[src/lgci_pkg.sv]
// Package for the line gradient color interpolator.
// Holds the widths, the cell word type and nothing else; no dependencies.
package lgci_pkg;

    localparam int COORD_BITS = 16;
    localparam int FRAC_BITS  = 16;

    localparam int ABS_W  = COORD_BITS + 1;
    localparam int SQ_W   = 2 * COORD_BITS + 1;
    localparam int DIST_W = 2 * COORD_BITS + 2;
    localparam int REM_W  = DIST_W + 2 * FRAC_BITS;
    localparam int ACC_W  = DIST_W + FRAC_BITS;
    localparam int POS_W  = FRAC_BITS + 1;
    localparam int IDX_W  = $clog2(FRAC_BITS);

    typedef struct packed {
        logic              valid;
        logic              sat;
        logic [DIST_W-1:0] full;
        logic [REM_W-1:0]  rem;
        logic [ACC_W-1:0]  acc;
        logic [FRAC_BITS-1:0] q;
        logic [31:0]       color_a;
        logic [31:0]       color_b;
    } lgci_cell_t;

endpackage

[src/lgci_cell.sv]
// One position cell: decides one bit of the distance ratio square root.
// Depends on lgci_pkg; chained by the top level, one cell per fraction bit.
module lgci_cell
    import lgci_pkg::*;
(
    input  logic             aclk,
    input  logic             aresetn,
    input  logic             en,
    input  logic [IDX_W-1:0] bit_idx,
    input  lgci_cell_t       cell_in,
    output lgci_cell_t       cell_out
);

    lgci_cell_t cell_reg, cell_next;

    always_comb begin
        logic [REM_W-1:0] trial;
        trial = ((REM_W'(cell_in.acc) << bit_idx) << 1)
              + (REM_W'(cell_in.full) << (2 * bit_idx));
        cell_next = cell_in;
        if (!cell_in.sat && cell_in.rem >= trial) begin
            cell_next.rem        = cell_in.rem - trial;
            cell_next.acc        = cell_in.acc + (ACC_W'(cell_in.full) << bit_idx);
            cell_next.q[bit_idx] = 1'b1;
        end
    end

    always_ff @(posedge aclk) begin
        if (!aresetn) begin
            cell_reg.valid <= 1'b0;
        end else if (en) begin
            cell_reg <= cell_next;
        end
    end

    assign cell_out = cell_reg;

endmodule

[config.mk]
export PLATFORM = sky130hd
export DESIGN_NAME = lgci_cell
export DESIGN_NICKNAME = d
export VERILOG_FILES = /design/src/lgci_pkg.sv /design/src/lgci_cell.sv
export SDC_FILE = /design/constraint.sdc
export NUM_CORES = 1
export LEC_CHECK = 0
export ABC_CLOCK_PERIOD_IN_PS = 14900
export BUFFER_PORTS_ARGS = -buffer_cell sky130_fd_sc_hd__clkbuf_2
export CORE_MARGIN = 3
export CORE_UTILIZATION = 55
export DETAILED_ROUTE_END_ITERATION = 6
export GPL_TIMING_DRIVEN = 0
export HOLD_SLACK_MARGIN = 0.05
export PLACE_DENSITY_LB_ADDON = 0.15
export REMOVE_ABC_BUFFERS = 1
export SYNTH_ARGS = -nofsm -noshare
export SYNTH_HDL_FRONTEND = slang
export SYNTH_SLANG_ARGS = --single-unit
[constraint.sdc]
create_clock -name aclk -period 14.9 [get_ports aclk]
set_clock_uncertainty 0.1 [all_clocks]
set_input_delay 0.745 -clock aclk [delete_from_list [all_inputs] [get_ports aclk]]
set_output_delay 0.745 -clock aclk [all_outputs]
set_load 0.005 [all_outputs]
Word-level counts from Yosys, hierarchy flattened

Cells that the tools add are included.

$add $sub $neg: 3
Order comparisons: 3
Shifts and indexed selects: 3
Multiplexer cells: 3
Bitwise logic cells: 1
Reductions and logical operators: 4

Operator list:

| cell               | count |
|---|---|
| $mux 132           | 1 |
| $add 66x66->66     | 1 |
| $ge 66x66->1       | 1 |
| $shl 34x5->66      | 1 |
| $sub 66x66->66     | 1 |
| $shl 50x4->65      | 1 |
| $add 50x50->50     | 1 |
| $shl 34x4->50      | 1 |
| $or 16x16->16      | 1 |
| $lt 4x5->1 const B | 1 |
| $demux 1 s4        | 1 |
| $ge 4x1->1 const B | 1 |
| $logic_and 1x1->1  | 2 |
| $reduce_and 2->1   | 1 |
| $logic_not 1->1    | 1 |
| $mux 1             | 1 |

Register bits after elaboration: 232
Input bits: 239
Output and inout port bits: 232
Word-level logic and storage cells: 25

Logic depth before layout (Yosys ltp)

Word-level depth: 6
Mapped depth: 36
Gate-level depth less buffers: 29

Least setup slack after synthesis

Ideal clock, no wire load.

Kind: input to register
Start: input port bit_idx[0]
End: register cell_reg, in the netlist cell_out[77] (data pin)
Setup time: 266 ps
Arrival: 7272 ps
Required time: 14534 ps
Slack: 7262 ps
Stages on the path: 33
Buffers on the path: 7
Path through: clkbuf_1 buf_1 clkbuf_1 clkbuf_1 nor2_1 a21oi_1 nand2_1 o21ai_0 a21oi_1 ha_1 nand3_1 or4_1 or3_1 o32ai_1 a211oi_1 a21o_1 o31a_1 o21ai_1 a21oi_1 xor2_1 ha_1 clkbuf_1 a21o_1 a21oi_1 o21a_1 o21ai_0 a22o_1 nor3_1 a21oi_2 buf_2 buf_4 nand2_1 o21bai_1

RTL lines:

| item                 | RTL line        | RTL |
|---|---|---|
| start, declared      | lgci_cell.sv:9  | `input logic [IDX_W-1:0] bit_idx,` |
| end signal, assigned | lgci_cell.sv:32 | `cell_reg <= cell_next;` |
| end, declared        | lgci_cell.sv:14 | `lgci_cell_t cell_reg, cell_next;` |

==> impl_summary.md <==
Run status
The flow ran to the end, and the final reports show no timing, DRC or antenna violations.

Clock network
The largest buffer count on any clock path is 3. Post-CTS timing repair inserted 0 buffers for setup. After clock tree synthesis, the clock-pin slew on the worst setup and hold paths is around 60 ps. The number of levels in the clock H-tree is 1. The clock reaches the later pin of the worst-skew pair after 560 ps. The number of clock sinks is 232. TritonCTS built the clock tree. The number of buffers added by the clock tree synthesis step is 25.

The count of hold buffers inserted by post-cts repair is 0. In this run the clock root is driven by a clkbuf_16. After clock tree synthesis, the repair step resized 0 gates.

Synth
In this run the cell area of the synthesized design comes to around 24000 µm². The share of synthesized cell area in and, or, nand and nor gates is 0.1778. The main combinational cell family by area after synthesis is compound AO/OA/AOI/OAI gates. After synthesis, the share of cell area in mux cells is 0.09685. The number of different library cells in the post-synthesis netlist is between 80 and 90. The synthesized area per cell is 8.373 µm². The area share of xor/xnor cells in the synthesized design is 0.06104. After synthesis, the share of flip-flops with an asynchronous set or reset is 0. The Yosys step of the flow raised 0 warnings. The predominant post-synthesis flop cell is edfxtp_1. The proportion of synthesized chip area in sequential cells is 0.2869.

The synthesized netlist cell count is 2896. The synthesized-area fraction occupied by ao, oa, aoi and oai cells was 0.2420. Yosys mapped a number of flops with a built-in enable equal to 231.

Counting flops and latches in the post-synthesis netlist gives 232. Of the total synthesized cell area, the portion taken by full adders, half adders and majority gates is 0.09432.

Layout
Once layout is done, the placed cells without fillers occupy 27700 µm². In the final design database the tool counted 3638 nets. The footprint of the multi-input gates is 16300 µm². The fill cell instance count of the final layout is 3742. The most common cell after layout, fill and taps aside is clkbuf_2. In the final layout, the share of cells above drive strength 1 is 0.1966. The layout overhead on the synthesized area is 14.24%.

The area used by sequential logic in the layout is about 7000 µm². Excluding fillers, the count of instances in the completed layout stands at roughly 3.8k. The register with the most flip-flops in the layout has 232 of them. In the layout the commonest cells are clkbuf_2 (466), a21oi_1 (361), nor2_1 (319).

Drt
The first-iteration detailed-routing DRC count is approximately 2.3k. The via density per instance is 6.338. The post-detailed-route wirelength per cell is 21.64 µm. Across all layers, the routed design uses 24.22k vias. The detail route stage leaves a number of antenna-violating nets equal to 0.

For this block, the routed nets add up to 82.68 mm of wire. The first detailed-routing pass ran for 6 iterations. The number of remaining DRC errors is 0.

Placed design
The last weighted congestion value of the routability-driven placer is 0.9408. After detailed placement, the design holds a cell count of 3776. Buffers placed on the I/O ports in this run total 470. The detailed placement HPWL is 66.31 mm.

Once placement finished, the instance area stood at around 27000 µm².

Critical path
The largest driver fanout on the critical path is 130. On the critical path, the stage with the largest delay is an instance of inv_2. The startpoint type of the worst setup path is an input port. On the worst path, the slowest cell contributes a delay of approximately 1100 ps. The arrival time of the worst setup path is 10460 ps. The capturing element type of the critical path is a register. The worst setup path is of the input port to register kind.

The required time reported for the critical path endpoint is approximately 15000 ps.

STA
At the pin with the least slew margin, the transition time is 1261 ps. The time the final worst path needs with I/O delays and setup is 10200 ps. The worst slew margin relative to its limit is 0.1596.

The max-slew violation count is 0. Summed over all failing endpoints, the final setup total negative slack is 0 ps. The final critical-path share of the clock period is 0.6848. The number of setup violations in the final report is 0. The hold slack is 261.3 ps. The upper clock frequency limit is 0.09800 GHz. The final-report hold violation count was 0.

Setup repair after global routing left no endpoint under its margin.

Floorplanning
The starting utilization of the core area is 0.5605. The number of top-level pins is 471. The horizontal die dimension is 216.0 µm. The core outline area is about 43000 µm². The total number of placement rows is 76. The overall die area is 46650 µm². The die is 216.0 µm tall.

Pwr
The final total power is 0.003375 W. In this run the power density over the cells is 121.8 nW/µm². VDD sags by at most 0.08782 mV.

The leakage power is 11.86 nW.

Global routing
The initial antenna violation count is 2. The global router's overall resource usage is 0.3390. The pin count of the biggest net entering global routing is 131. The first global-routing pass estimated 127.7 mm of wire. The via count of the first global-routing pass came to between 20k and 25k. The global route total overflow is 0.

Min path
The min-delay analysis places its worst path in the category input port to register.

Run
The tool flagged a number of max-cap violations equal to 0.
[path summary, 6_finish.rpt]
check,start,end,slack (ps),depth (start not counted)
max,bit_idx[2],cell_out[77]$_DFFE_PP_,4700,29
min,cell_in[2],cell_out[2]$_DFFE_PP_,260,1
max reg2reg,cell_out[231]$_SDFFE_PN0P_,cell_out[231]$_SDFFE_PN0P_,14200,2
min reg2reg,cell_out[231]$_SDFFE_PN0P_,cell_out[231]$_SDFFE_PN0P_,430,2
[worst max-delay path, delay by kind of cell]
kind / cells / cell delay, ps
fa+ha+maj: 2 / 900
xor+xnor: 1 / 160
compound gates: 11 / 3360
buf+inv: 5 / 2220
simple gates: 10 / 2940
[final cells by class]
cell class / count / share of cell area
Timing Repair Buffer: 482 / 0.09629
Clock buffer: 30 / 0.02326
Antenna cell: 1 / 0.00009033
Sequential cell: 232 / 0.2511
Multi-Input combinational cell: 2413 / 0.5885
Inverter: 64 / 0.008672
Tap cell: 585 / 0.02642
Clock inverter: 14 / 0.005600
[per-layer routing]
metal	vias up	part of all wire	wire length, µm	GRT usage
li1	11410	-	-	-
met1	11500	0.41	34230	0.4503
met2	1166	0.48	39520	0.5869
met3	143	0.078	6482	0.03802
met4	0	0.030	2443	0.09805
met5	-	0	0	0
[metrics by stage]
stage	setup WS, ps	utilization
finish	4696	0.6403
global route	4048	0.6403
CTS	4821	0.6402
detailed placement	4256	0.6217
global placement	-4720	0.6142
floorplan	3109	-
[kinds of logic after synthesis]
logic type	count (synthesis)
flip-flops	232
multiplexers	171
AND/OR/NAND/NOR	933
XOR/XNOR	169
buffers and inverters	251
AO/OA/AOI/OAI	959
adder cells (fa/ha/maj)	181
[power breakdown]
| group | internal (W) | leakage (nW) | total (W) | switching (W) |
|---|---|---|---|---|
| Clock | 0.000360 | 0.390 | 0.000621 | 0.000261 |
| Sequential | 0.000819 | 2.19 | 0.000839 | 0.0000207 |
| Combinational | 0.000740 | 9.28 | 0.00192 | 0.00118 |
[synthesized netlist by cell type, drive strengths merged, types with 33 or more instances]
master	instances	area, µm²
nand3	50	250.2
a21oi	363	1824
buf	58	271.5
mux2i	85	850.8
mux2	39	439.2
a21o	96	720.7
xor2	76	665.6
clkbuf	129	486.7
a31oi	49	312.8
nor2	319	1197
mux4	47	1059
nand4	56	356.6
nand2b	43	269.0
ha	178	2227
inv	64	240.2
nand2	274	1028
edfxtp	231	6937
xnor2	93	814.5
o21bai	56	420.4
o21ai	209	1050
and3	60	375.4
nor2b	33	206.5
No activity file was read; power rests on OpenSTA's default activity.
