<file path="config.mk">
export PLATFORM = sky130hd
export DESIGN_NAME = lgci_front
export DESIGN_NICKNAME = d
export VERILOG_FILES = /design/src/lgci_pkg.sv /design/src/lgci_front.sv
export SDC_FILE = /design/constraint.sdc
export NUM_CORES = 2
export LEC_CHECK = 0
export BUFFER_PORTS_ARGS = -buffer_cell sky130_fd_sc_hd__buf_2
export CORE_MARGIN = 2
export CORE_UTILIZATION = 25
export CTS_CLUSTER_SIZE = 30
export DETAILED_ROUTE_END_ITERATION = 6
export GPL_ROUTABILITY_DRIVEN = 1
export PLACE_DENSITY = 0.44
export SYNTH_ARGS = -nofsm -noshare
export SYNTH_HDL_FRONTEND = slang
export SYNTH_SLANG_ARGS = --single-unit
export TNS_END_PERCENT = 5
</file>
<file path="constraint.sdc">
create_clock -name aclk -period 12.8 [get_ports aclk]
set_clock_uncertainty 0.05 [all_clocks]
set_input_delay 1.92 -clock aclk [delete_from_list [all_inputs] [get_ports aclk]]
set_output_delay 1.92 -clock aclk [all_outputs]
set_load 0.005 [all_outputs]
</file>
<file path="src/lgci_pkg.sv">
// Package for the line gradient color interpolator.
// Holds the widths, the cell word type and nothing else; no dependencies.
package lgci_pkg;

    localparam int COORD_BITS = 16;
    localparam int FRAC_BITS  = 16;

    localparam int ABS_W  = COORD_BITS + 1;
    localparam int SQ_W   = 2 * COORD_BITS + 1;
    localparam int DIST_W = 2 * COORD_BITS + 2;
    localparam int REM_W  = DIST_W + 2 * FRAC_BITS;
    localparam int ACC_W  = DIST_W + FRAC_BITS;
    localparam int POS_W  = FRAC_BITS + 1;
    localparam int IDX_W  = $clog2(FRAC_BITS);

    typedef struct packed {
        logic              valid;
        logic              sat;
        logic [DIST_W-1:0] full;
        logic [REM_W-1:0]  rem;
        logic [ACC_W-1:0]  acc;
        logic [FRAC_BITS-1:0] q;
        logic [31:0]       color_a;
        logic [31:0]       color_b;
    } lgci_cell_t;

endpackage

</file>
<file path="src/lgci_front.sv">
// Distance front end: absolute differences, squares and sums over three stages.
// Depends on lgci_pkg; feeds the first position cell.
module lgci_front
    import lgci_pkg::*;
(
    input  logic                         aclk,
    input  logic                         aresetn,
    input  logic                         en,
    input  logic                         in_valid,
    input  logic signed [COORD_BITS-1:0] start_x,
    input  logic signed [COORD_BITS-1:0] start_y,
    input  logic signed [COORD_BITS-1:0] end_x,
    input  logic signed [COORD_BITS-1:0] end_y,
    input  logic signed [COORD_BITS-1:0] cur_x,
    input  logic signed [COORD_BITS-1:0] cur_y,
    input  logic [31:0]                  start_color,
    input  logic [31:0]                  end_color,
    output lgci_cell_t                   cell_out
);

    logic             v1_reg, v2_reg;
    logic [ABS_W-1:0] fx_reg, fy_reg, px_reg, py_reg;
    logic [SQ_W-1:0]  fxx_reg, fyy_reg, pxx_reg, pyy_reg;
    logic [31:0]      ca1_reg, cb1_reg, ca2_reg, cb2_reg;
    lgci_cell_t       cell_reg, cell_next;

    function automatic logic [ABS_W-1:0] abs_diff(input logic signed [COORD_BITS-1:0] a,
                                                  input logic signed [COORD_BITS-1:0] b);
        logic signed [ABS_W-1:0] d;
        d = {{1{b[COORD_BITS-1]}}, b} - {{1{a[COORD_BITS-1]}}, a};
        return d[ABS_W-1] ? ABS_W'(-d) : ABS_W'(d);
    endfunction

    always_comb begin
        logic [DIST_W-1:0] full, part;
        full = DIST_W'(fxx_reg) + DIST_W'(fyy_reg);
        part = DIST_W'(pxx_reg) + DIST_W'(pyy_reg);
        cell_next         = '0;
        cell_next.valid   = v2_reg;
        cell_next.sat     = (full == '0) || (part >= full);
        cell_next.full    = full;
        cell_next.rem     = REM_W'(part) << (2 * FRAC_BITS);
        cell_next.color_a = ca2_reg;
        cell_next.color_b = cb2_reg;
    end

    always_ff @(posedge aclk) begin
        if (!aresetn) begin
            v1_reg         <= 1'b0;
            v2_reg         <= 1'b0;
            cell_reg.valid <= 1'b0;
        end else if (en) begin
            v1_reg   <= in_valid;
            v2_reg   <= v1_reg;
            cell_reg <= cell_next;
        end
        if (en) begin
            fx_reg  <= abs_diff(start_x, end_x);
            fy_reg  <= abs_diff(start_y, end_y);
            px_reg  <= abs_diff(start_x, cur_x);
            py_reg  <= abs_diff(start_y, cur_y);
            ca1_reg <= start_color;
            cb1_reg <= end_color;
            fxx_reg <= SQ_W'(fx_reg * fx_reg);
            fyy_reg <= SQ_W'(fy_reg * fy_reg);
            pxx_reg <= SQ_W'(px_reg * px_reg);
            pyy_reg <= SQ_W'(py_reg * py_reg);
            ca2_reg <= ca1_reg;
            cb2_reg <= cb1_reg;
        end
    end

    assign cell_out = cell_reg;

endmodule

</file>
# == After elaboration in Yosys (flattened, before gate mapping) ==
# Index checks and enable logic that the tools add are counted.
# totals
register_bits,464
inputBits,164
output_inout_bits,232
elab_cells,46
# classes
n_addsub,10
mul,4
order_cmp,1
muxes,4
n_reduce_logical,3
# ops
operator,n
multiplier 17 x 17 -> 33 bit,4
adder 33 x 33 -> 34 bit,2
negator 17 bit,4
subtractor 16 x 16 -> 17 bit,4
2-to-1 mux 16 bit,4
greater-or-equal comparator 34 bit,1
zero test 34 bit,1
AND reduction 2 bit,1
logical OR 1 bit,1

# == Depth between registers and ports, before layout ==
# logic_depth
ltp_word,3
mapped_depth,26
ltp_nobuf,26

# == Worst setup path after synthesis ==
# No wires, ideal clock.
# synth_timing
path_type,flip-flop to flip-flop
startpoint,reg fy_reg[2]
endpoint,reg fyy_reg[27] (data pin)
setup_ns,0.258
arrival_ns,6.311
required_ns,12.492
path_slack_ns,6.181
stages_incl_launch_ff,26
path_buffers,1
period_less_slack_ns,6.619
path_cell_list,edfxtp_1 > clkbuf_1 > nand2_1 > fa_1 > inv_1 > fa_1 > inv_1 > fa_1 > inv_1 > fa_1 > fa_1 > inv_1 > fa_1 > inv_1 > ha_1 > o21ai_0 > nor2_1 > o31a_1 > a2111oi_2 > o31ai_1 > o41ai_2 > o2111ai_1 > a21o_1 > a21o_1 > a21oi_1 > xnor2_1
# synth_between
elab_chain_len,1
# synth_lines
element,line,rtl
"start, declared",lgci_front.sv:22,"logic [ABS_W-1:0] fx_reg, fy_reg, px_reg, py_reg;"
"start signal, assigned",lgci_front.sv:59,"fy_reg <= abs_diff(start_y, end_y);"
multiplier 17 x 17 -> 33 bit,lgci_front.sv:65,fyy_reg <= SQ_W'(fy_reg * fy_reg);
"end signal, assigned",lgci_front.sv:65,
"end, declared",lgci_front.sv:23,"logic [SQ_W-1:0] fxx_reg, fyy_reg, pxx_reg, pyy_reg;"
# No other way between the ends.
# A chain may end at the register's enable or synchronous reset.

# == Final worst setup path ==
# layout_timing
startpoint,reg fy_reg[7]
endpoint,reg fyy_reg[31] (data pin)
# The elaborated chain is that of the path after synthesis.

==> results_dict.tcl <==
set metrics [dict create \
    slew_violations 0 \
    cts_made_buffers 55 \
    place_congestion 0.808 \
    placed_area_mm2 0.0588 \
    fin_nets 7056 \
    status "finished, final reports clean" \
    drive_gt1_share_pct 8.18 \
    clk_pin_slew_ns 0.07 \
    cp.arrival_ns 7.85 \
    drc 0 \
    rsz0062_at_grt "false" \
    dieArea_mm2 0.221 \
    antenna_found_initial 13 \
    ioPinCount 396 \
    die_width_um 470 \
    multiInputGateArea_mm2 0.0350 \
    crit_family "adder cells" \
    syn_inst 5240 \
    timing.fmax_mhz 134 \
    crit_top_cell "inv_1" \
    period_needed_ns 7.47 \
    largest_register_ffs 134 \
    hold_path_depth 0 \
    start_util_pct 25.1 \
    core_area_mm2 0.217 \
    synth_largest_area_cell "fa_1" \
    max_cap_viol_count 0 \
    synth_cell_types 79 \
    cp_slowest_cell "edfxtp_1" \
    slew_headroom_pct 13.1 \
    grt_pass1_wl_um 221000 \
    cp_num_cells 25 \
    synth_area_mm2 0.0543 \
    worstSetupPathType "reg2reg" \
    grt_max_degree 90 \
    netlist_top_cells_count "1269 x inv_1, 769 x fa_1, 592 x ha_1" \
    wl_um 140000 \
    fillerInstances 22800 \
    synth-seq-cells 460 \
    tns_ns 0 \
    tightest_slew_ns 1.30 \
    grt-ovfl-total 0 \
    hp-class "reg2reg" \
    dpl.hpwl_um 115000 \
    clockRootBuffer "clkbuf_16" \
    cp.buffers_inverters 6 \
    fin_area_mm2 0.0607 \
    synth_flop_cell "edfxtp_1" \
    die_h_um 470 \
    cts_setup_buffers 0 \
    cts_tree "yes" \
    ys_top_cells_by_area "fa_1 28%, edfxtp_1 25%, ha_1 14%" \
    r2r_cells 25 \
    port_buffers 297 \
    synth_top_area_share_pct 28.4 \
    rows 171 \
    synthArstFlopShare_pct 0 \
    cts.sinks 460 \
    cts_resized 0 \
    seq_area_frac_synth_pct 25.4 \
    whs_ns 0.365 \
    clk_latency_ns 0.67 \
    syn_avg_cell_area_um2 10.4 \
    cpPeakStageDelay_ns 0.81 \
    drtPass1Iterations 5 \
    grt_use_total_pct 12.8 \
    path_max_fanout 17 \
    drtIter0Drc 1822 \
    worstPathRequired_ns 13.18 \
    synth_edf_count 457 \
    area_delta_synth_final_pct 11.8 \
    period_share_pct 58.3 \
    clk_path_buf_depth 3 \
    end_kind "flip-flop" \
    post_drt_wl_per_cell_um 16.6 \
    hold_viol 0 \
    cts_hold_buf 0 \
    vias 35700 \
    cts_htree_levels 2 \
    grt_pass1_vias 38400 \
    via_per_inst 4.23 \
    setup.worst_path.start_class "flip-flop" \
    yosysMostFrequentCell "inv_1" \
    finalSetupViolCount 0 \
    yosysWarnings 0 \
    ant_nets 0 \
    seqCellArea_mm2 0.0138 \
]
-- metrics by stage --
stage               setup slack, ns  instances  util, %
floorplan                      6.18       5337        -
detailed placement             5.32       8328     27.2
CTS                            5.29       8428     28.0
global placement               5.30       8328     27.2
finish                         5.33       8435     28.0
global route                   4.78       8430     28.0
-- path summary, 6_finish.rpt --
check	startpoint	endpoint	slack (ns)
worst max register to register	fy_reg[7]	fyy_reg[31]	5.33
worst min-delay path	cb2_reg[19]	cell_out[19]	0.37
worst min register to register	cb2_reg[19]	cell_out[19]	0.37
worst max-delay path	fy_reg[7]	fyy_reg[31]	5.33
-- cells in the final DEF (no fill, tap or decap), drive strengths merged, types with 17 or more instances in the layout --
cell type	n
or3	17
ha	592
nor2b	51
o21bai	26
and2	229
o31ai	19
xor2	81
a31oi	24
clkbuf	63
nor4	17
nor3	42
nand3	38
nand2b	31
o21a	29
and3	17
clkinv	23
a211oi	22
fa	769
o21ai	109
edfxtp	457
a21oi	166
a21o	85
conb	98
inv	1272
buf	325
nand2	394
nor2	165
xnor2	225
-- worst register-to-register path: stages, from the launching register on --
cell and delay, ns:
edfxtp_1 0.81, and2_1 0.28, inv_1 0.07, fa_1 0.54, inv_1 0.06, fa_1 0.53, inv_1 0.05, fa_1 0.50
inv_1 0.04, ha_1 0.28, fa_1 0.48, inv_1 0.05, fa_1 0.47, inv_1 0.04, ha_1 0.35, o21ai_0 0.19
nor2_1 0.08, o31a_1 0.32, a2111oi_2 0.44, o31ai_1 0.20, o41ai_2 0.45, o211ai_1 0.23, o221ai_1 0.22, nor2b_1 0.22
a21oi_1 0.11, xor2_1 0.14
-- metal layers --
metal	GRT usage, %	wire length [um]	vias to the layer above
met5	0	56	-
met4	3.63	4030	8
met3	1.57	5590	149
met2	22.1	68000	744
met1	16.7	62300	17800
li1	-	-	17000
-- area by class of cell --
| type | instances | share of cell area (%) |
|---|---|---|
| clock inverters | 37 | 0.676 |
| flip-flops and latches | 460 | 22.7 |
| repair buffers | 325 | 2.81 |
| well taps | 2854 | 5.88 |
| diodes | 7 | 0.0289 |
| clock buffers | 63 | 2.32 |
| inverters | 1269 | 7.85 |
| multi-input cells | 3420 | 57.7 |
-- kinds of logic (layout without fill, tap and decap cells) --
kind of cell | Yosys count | in the layout | share of synthesized area (%)
and+or+nand+nor | 1071 | 1071 | 9.79
buffers and inverters | 1457 | 1694 | 10.8
xor gates and xnor gates | 306 | 306 | 4.94
AOI/OAI and AO/OA | 575 | 575 | 6.93
other | 1 | 105 | 0.00691
adders and majority gates | 1361 | 1361 | 42.0
muxes | 9 | 9 | 0.175
DFF | 460 | 460 | 25.4
Power is not shown: default switching activity piles up to over one toggle a cycle in this logic, so the estimate is an artifact.
