File: config.mk
export PLATFORM = sky130hd
export DESIGN_NAME = lgci_blend
export DESIGN_NICKNAME = d
export VERILOG_FILES = /design/src/lgci_pkg.sv /design/src/lgci_blend.sv
export SDC_FILE = /design/constraint.sdc
export NUM_CORES = 2
export LEC_CHECK = 0
export CAP_MARGIN = 20
export CELL_PAD_IN_SITES_DETAIL_PLACEMENT = 1
export CELL_PAD_IN_SITES_GLOBAL_PLACEMENT = 1
export CORE_MARGIN = 3
export CORE_UTILIZATION = 45
export DETAILED_ROUTE_END_ITERATION = 8
export DONT_BUFFER_PORTS = 1
export GPL_ROUTABILITY_DRIVEN = 0
export MAX_ROUTING_LAYER = met4
export PLACE_DENSITY_LB_ADDON = 0.1
export SYNTH_ARGS = -nofsm -noshare
export SYNTH_HDL_FRONTEND = slang
export SYNTH_SLANG_ARGS = --single-unit
File: constraint.sdc
create_clock -name aclk -period 7.8 [get_ports aclk]
set_clock_uncertainty 0.2 [all_clocks]
set_input_delay 1.56 -clock aclk [delete_from_list [all_inputs] [get_ports aclk]]
set_output_delay 1.56 -clock aclk [all_outputs]
set_load 0.01 [all_outputs]
File: src/lgci_pkg.sv
// Package for the line gradient color interpolator.
// Holds the widths, the cell word type and nothing else; no dependencies.
package lgci_pkg;

    localparam int COORD_BITS = 16;
    localparam int FRAC_BITS  = 16;

    localparam int ABS_W  = COORD_BITS + 1;
    localparam int SQ_W   = 2 * COORD_BITS + 1;
    localparam int DIST_W = 2 * COORD_BITS + 2;
    localparam int REM_W  = DIST_W + 2 * FRAC_BITS;
    localparam int ACC_W  = DIST_W + FRAC_BITS;
    localparam int POS_W  = FRAC_BITS + 1;
    localparam int IDX_W  = $clog2(FRAC_BITS);

    typedef struct packed {
        logic              valid;
        logic              sat;
        logic [DIST_W-1:0] full;
        logic [REM_W-1:0]  rem;
        logic [ACC_W-1:0]  acc;
        logic [FRAC_BITS-1:0] q;
        logic [31:0]       color_a;
        logic [31:0]       color_b;
    } lgci_cell_t;

endpackage

File: src/lgci_blend.sv
// Colour blend: four byte lanes weighted by the position, rounded half up.
// Depends on lgci_pkg; holds the output register of the block.
module lgci_blend
    import lgci_pkg::*;
(
    input  logic       aclk,
    input  logic       aresetn,
    input  logic       en,
    input  lgci_cell_t cell_in,
    output logic       out_valid,
    output logic [31:0] pixel_color
);

    localparam int PROD_W = 8 + POS_W;

    logic              v1_reg, out_valid_reg;
    logic [PROD_W-1:0] pa_reg [4];
    logic [PROD_W-1:0] pb_reg [4];
    logic [31:0]       color_reg, color_next;
    logic [POS_W-1:0]  pos;

    assign pos = cell_in.sat ? POS_W'(1) << FRAC_BITS : POS_W'(cell_in.q);

    always_comb begin
        logic [PROD_W:0] v;
        color_next = '0;
        for (int i = 0; i < 4; i++) begin
            v = (PROD_W + 1)'(pa_reg[i]) + (PROD_W + 1)'(pb_reg[i])
              + ((PROD_W + 1)'(1) << (FRAC_BITS - 1));
            color_next[8*i +: 8] = v[FRAC_BITS +: 8];
        end
    end

    always_ff @(posedge aclk) begin
        if (!aresetn) begin
            v1_reg        <= 1'b0;
            out_valid_reg <= 1'b0;
        end else if (en) begin
            v1_reg        <= cell_in.valid;
            out_valid_reg <= v1_reg;
        end
        if (en) begin
            for (int i = 0; i < 4; i++) begin
                pa_reg[i] <= PROD_W'(cell_in.color_a[8*i +: 8])
                           * PROD_W'((POS_W'(1) << FRAC_BITS) - pos);
                pb_reg[i] <= PROD_W'(cell_in.color_b[8*i +: 8]) * PROD_W'(pos);
            end
            color_reg <= color_next;
        end
    end

    assign out_valid   = out_valid_reg;
    assign pixel_color = color_reg;

endmodule

# == Word-level counts from Yosys, hierarchy flattened ==
# Memory sizes are Yosys's and may differ from the RTL's.
# Index checks and enable logic that the tools add are counted.
# W data, S select, Z words.
# word_totals
output_inout_bits,33
ram_bits,200
ff_bits,34
elab_cells,25
in_bits,235
mem_count,2
# mem_list
memory,words,word_bits,rd,rd_clocked_by_memory_dff,wr,line_no,text
pa_reg,4,25,4,0,4,lgci_blend.sv:17,logic [PROD_W-1:0] pa_reg [4];
pb_reg,4,25,4,0,4,lgci_blend.sv:18,logic [PROD_W-1:0] pb_reg [4];
# classes
muxes,3
add_sub_neg,9
multipliers,8
# ops
operator,count
$mul A8 B17 Y25,4
$add A24 B16 Y24 const B,4
$add A24 B24 Y24,4
$mul A8 B25 Y25,3
$mul A9 B18 Y25,1
$sub A17 B17 Y18 const A,1
$mux W17,1
$mux W1,2

# == Longest topological paths before layout ==
# depth
depth_word,3
mapped_depth,30
ltp_nobuf,24

# == Least setup slack after synthesis ==
# OpenSTA, ideal clock, no wires.
# synth_timing
path_type,input port to flip-flop
from,input cell_in[230] in the netlist's numbering
to,memory pa_reg[3][23] in the netlist's numbering (data pin)
stages,30
setup_ns,0.260
slack_ns,-0.612
arrival_ns,7.952
path_cell_list,buf_2 buf_2 buf_1 nor2b_1 clkbuf_1 clkbuf_1 inv_1 ha_1 nand2_1 nor3_1 nor3b_1 xnor2_1 clkbuf_1 nand2_1 fa_1 inv_1 fa_1 fa_1 inv_1 fa_1 inv_1 ha_1 a21o_1 a211o_1 a31oi_2 o21bai_1 a21o_1 a311oi_2 o21ai_0 xnor2_1
# synth_rtl
element,line_no,text
start: declaration,lgci_blend.sv:9,"input lgci_cell_t cell_in,"
end: declaration,lgci_blend.sv:17,

==> impl_metrics.py <==
metrics = {
    "pwr": {
        "power.leakage_nw": 22.8,
        "peakVddDrop_v": 0.000531,
        "p_total_mw": 19.5,
        "power_density_mw_per_mm2": 401,
    },
    "detailed_routing": {
        "vias": 31900,
        "firstDrtPassIters": 4,
        "drc": 0,
        "wirelength_um": 123000,
        "drt_iter0_drc": 1405,
        "postRouteAntennaNets": 0,
        "viasPerCell": 5.28,
        "wire_per_inst_um": 20.4,
    },
    "clock_network": {
        "cts_tree": "done",
        "cts.clk_slew.worst_paths_ps": 60,
        "cts_buffers": 34,
        "clock_latency_ps": 590,
        "cts-root-buf": "clkbuf_16",
        "ctsResizeCount": 0,
        "post_cts_buffers": 0,
        "cts_sinks": 226,
        "ctsHoldBuffers": 0,
        "cts_buffer_depth": 3,
        "htreeDepth": 2,
    },
    "timing": {
        "period_share": 0.954,
        "fmax_ghz": 0.134,
        "finalHoldViolations": 0,
        "rsz0062_at_grt": "no",
        "report.final.slew_viol_count": 0,
        "worst_pin_slew_ps": 1180,
        "min_period_ps": 7440,
        "final-setup-viol-count": 0,
        "max_slew_margin": 0.213,
    },
    "setup_path": {
        "worst_ep_arrival_time_ps": 7560,
        "critPathBufInv": 5,
        "path_class": "in -> reg",
        "cp-start-kind": "input pin",
        "cp_slowest_cell": "or4_4",
        "crit_chain": "or4_4 -> o21bai_4 -> o21ai_1 -> o21bai_1 -> nor3_2 -> xnor2_2 -> nand2_1 -> fa_1 -> inv_1 -> fa_1 -> fa_1 -> inv_1 -> fa_1 -> inv_1 -> ha_1 -> nand2_1 -> o21ai_0 -> nor4_1 -> buf_4 -> a211oi_1 -> o21a_1 -> o21ai_0 -> buf_4 -> a211o_1",
        "critical_path.top_delay_family": "adder cells",
        "cp_max_fo": 4,
        "worst-endpoint-required_ps": 7920,
        "crit_top_cell": "fa_1",
        "max_stage_delay_ps": 600,
        "crit_path_end_kind": "flop",
    },
    "synth": {
        "synthArstFlopShare": 0,
        "syn-instance-count": 4660,
        "ys_types": 74,
        "yosys.area_share.simple": 0.170,
        "synthAdderAreaFrac": 0.484,
        "synth_xor_area_frac": 0.0425,
        "synthMuxAreaShare": 0.000445,
        "synth_area_per_cell_um2": 9.66,
        "synth-seq-cells": 226,
        "synth_compound_area_frac": 0.0708,
        "synth.cell_area_mm2": 0.0450,
        "ys.flop_type": "edfxtp_1",
        "yosys_warnings": 0,
        "synth_top_family_by_area": "adder cells",
        "synth-edff-count": 224,
        "synth_seq_area_share": 0.150,
    },
    "hold_path": {
        "hold_class": "reg -> reg",
    },
    "floorplan": {
        "die_y_um": 322,
        "die_x_um": 322,
        "core-area_mm2": 0.0987,
        "dieArea_mm2": 0.104,
        "rows": 115,
        "start_util": 0.456,
        "io_pins": 268,
    },
    "run": {
        "cap_violations": 0,
    },
    "global_routing": {
        "grt_pass1_wl_um": 202000,
        "grt_usage": 0.258,
        "antenna_found_initial": 7,
        "grt_start_max_net_pins": 227,
        "grt_pass1_vias": 36600,
        "grt_overflow_total": 0,
    },
    "final_layout": {
        "finalNonFillerCells": 6034,
        "drive_above_1_share": 0.0542,
        "syn2layout_area_growth_pct": 8.26,
        "fin_nets": 6221,
    },
    "placed_design": {
        "place_hpwl_um": 96500,
        "placedCellCount": 5967,
        "port_buffers": 0,
    },
    "status": {
        "status": "finished, final reports clean",
    },
}
-- Yosys cell counts, types with 4 or more instances --
master     count  area [um2]
a211o_1       11        96.3
a211oi_1      24         180
a21boi_0       5        37.5
a21o_1        65         488
a21oi_1      137         686
a22oi_1        4        30.0
a311oi_1       4        35.0
a31o_2         4        35.0
a31oi_1       10        62.6
a41oi_1        4        35.0
and2_1       633        3960
and3_1         7        43.8
buf_1          9        33.8
buf_2          6        30.0
clkbuf_1     174         653
edfxtp_1     224        6730
fa_1         782       15700
ha_1         488        6110
inv_1        793        2980
nand2_1      502        1880
nand2b_1      26         163
nand3_1       29         145
nand4_1       16         100
nor2_1       119         447
nor2b_1       73         457
nor3_1        30         150
nor3b_1        6        45.0
nor4_1         9        56.3
o2111ai_1      4        35.0
o211a_1        4        40.0
o211ai_1      12        90.1
o21a_1        45         338
o21ai_0       95         475
o21ai_1        4        20.0
o21bai_1      15         113
o31a_1         7        61.3
o31ai_1        7        52.6
or3_1          6        37.5
xnor2_1      169        1480
xor2_1        46         403
-- power breakdown --
part	internal, mW	switching (mW)	total (mW)	leakage [nW]
Sequential	2.63	0.332	2.96	2.20
Combinational	6.87	8.13	15.0	20.0
Clock	0.928	0.644	1.57	0.548
Total	10.4	9.10	19.5	22.8
-- path summary, 6_finish.rpt --
check	cells past startpoint	end	start	slack (ps)
setup / recovery	24	pa_reg[1][22]	cell_in[68]	360
setup reg to reg	10	pixel_color[23]	pa_reg[2][10]	4390
hold reg to reg	2	v1_reg	v1_reg	320
hold / removal	2	v1_reg	v1_reg	320
-- area by class of cell --
type / instances / area, um2
Fill cell: 11100 / 50000
Multi-Input combinational cell: 3514 / 34900
Sequential cell: 226 / 6770
Inverter: 793 / 2980
Tap cell: 1287 / 1610
Timing Repair Buffer: 147 / 1280
Clock buffer: 36 / 880
Clock inverter: 25 / 234
Antenna cell: 6 / 15.0
-- placed cells by master, fill, tap and decap left out, types with 9 or more instances in the layout --
cell type,synthesis,layout
a211o_1,11,11
a211oi_1,24,24
a21o_1,65,65
a21oi_1,137,136
a31oi_1,10,10
and2_1,633,633
buf_12,0,14
buf_4,0,133
clkbuf_16,0,35
conb_1,2,66
edfxtp_1,224,224
fa_1,782,782
ha_1,488,486
inv_1,793,793
nand2_1,502,501
nand2b_1,26,26
nand3_1,29,29
nand4_1,16,16
nor2_1,119,119
nor2b_1,73,57
nor2b_2,0,10
nor3_1,30,28
nor4_1,9,9
o211ai_1,12,12
o21a_1,45,45
o21ai_0,95,93
o21bai_1,15,15
xnor2_1,169,163
xor2_1,46,42
-- cells by family (layout without fill, tap and decap cells) --
| family | Yosys count | in the layout |
|---|---|---|
| simple gates | 1473 | 1473 |
| fa+ha+maj | 1270 | 1270 |
| buf+inv | 984 | 1001 |
| compound gates | 487 | 487 |
| flops | 226 | 226 |
| xor+xnor | 216 | 216 |
| other cells | 2 | 72 |
| mux | 2 | 2 |
-- tightest hold or removal path: cells and delay by family, from the launching register on --
kind	cells	cell delay (ps)
flops	1	320
mux	1	60
simple gates	1	100
-- routing by layer --
| metal | vias up | share of wire | global-route usage | wire, um |
|---|---|---|---|---|
| li1 | 14600 | - | - | - |
| met1 | 16600 | 0.42 | 0.313 | 51800 |
| met2 | 463 | 0.50 | 0.444 | 62000 |
| met3 | 145 | 0.047 | 0.0456 | 5840 |
| met4 | 0 | 0.030 | 0.0730 | 3680 |
| met5 | - | 0 | - | 0 |
-- through the flow --
step / hold slack (ps) / utilization / instance area, um2 / setup WS (ps) / setup TNS (ps)
detailed placement: 308 / 0.482 / 47600 / -224 / -736
CTS: 325 / 0.493 / 48700 / 390 / 0
global route: 347 / 0.493 / 48700 / 76.0 / 0
global placement: 303 / 0.482 / 47600 / -98.4 / -256
finish: 317 / 0.493 / 48700 / 358 / 0
floorplan: 282 / - / 45300 / -17.6 / -17.6
Note: power is estimated with default switching activity, not from simulation.
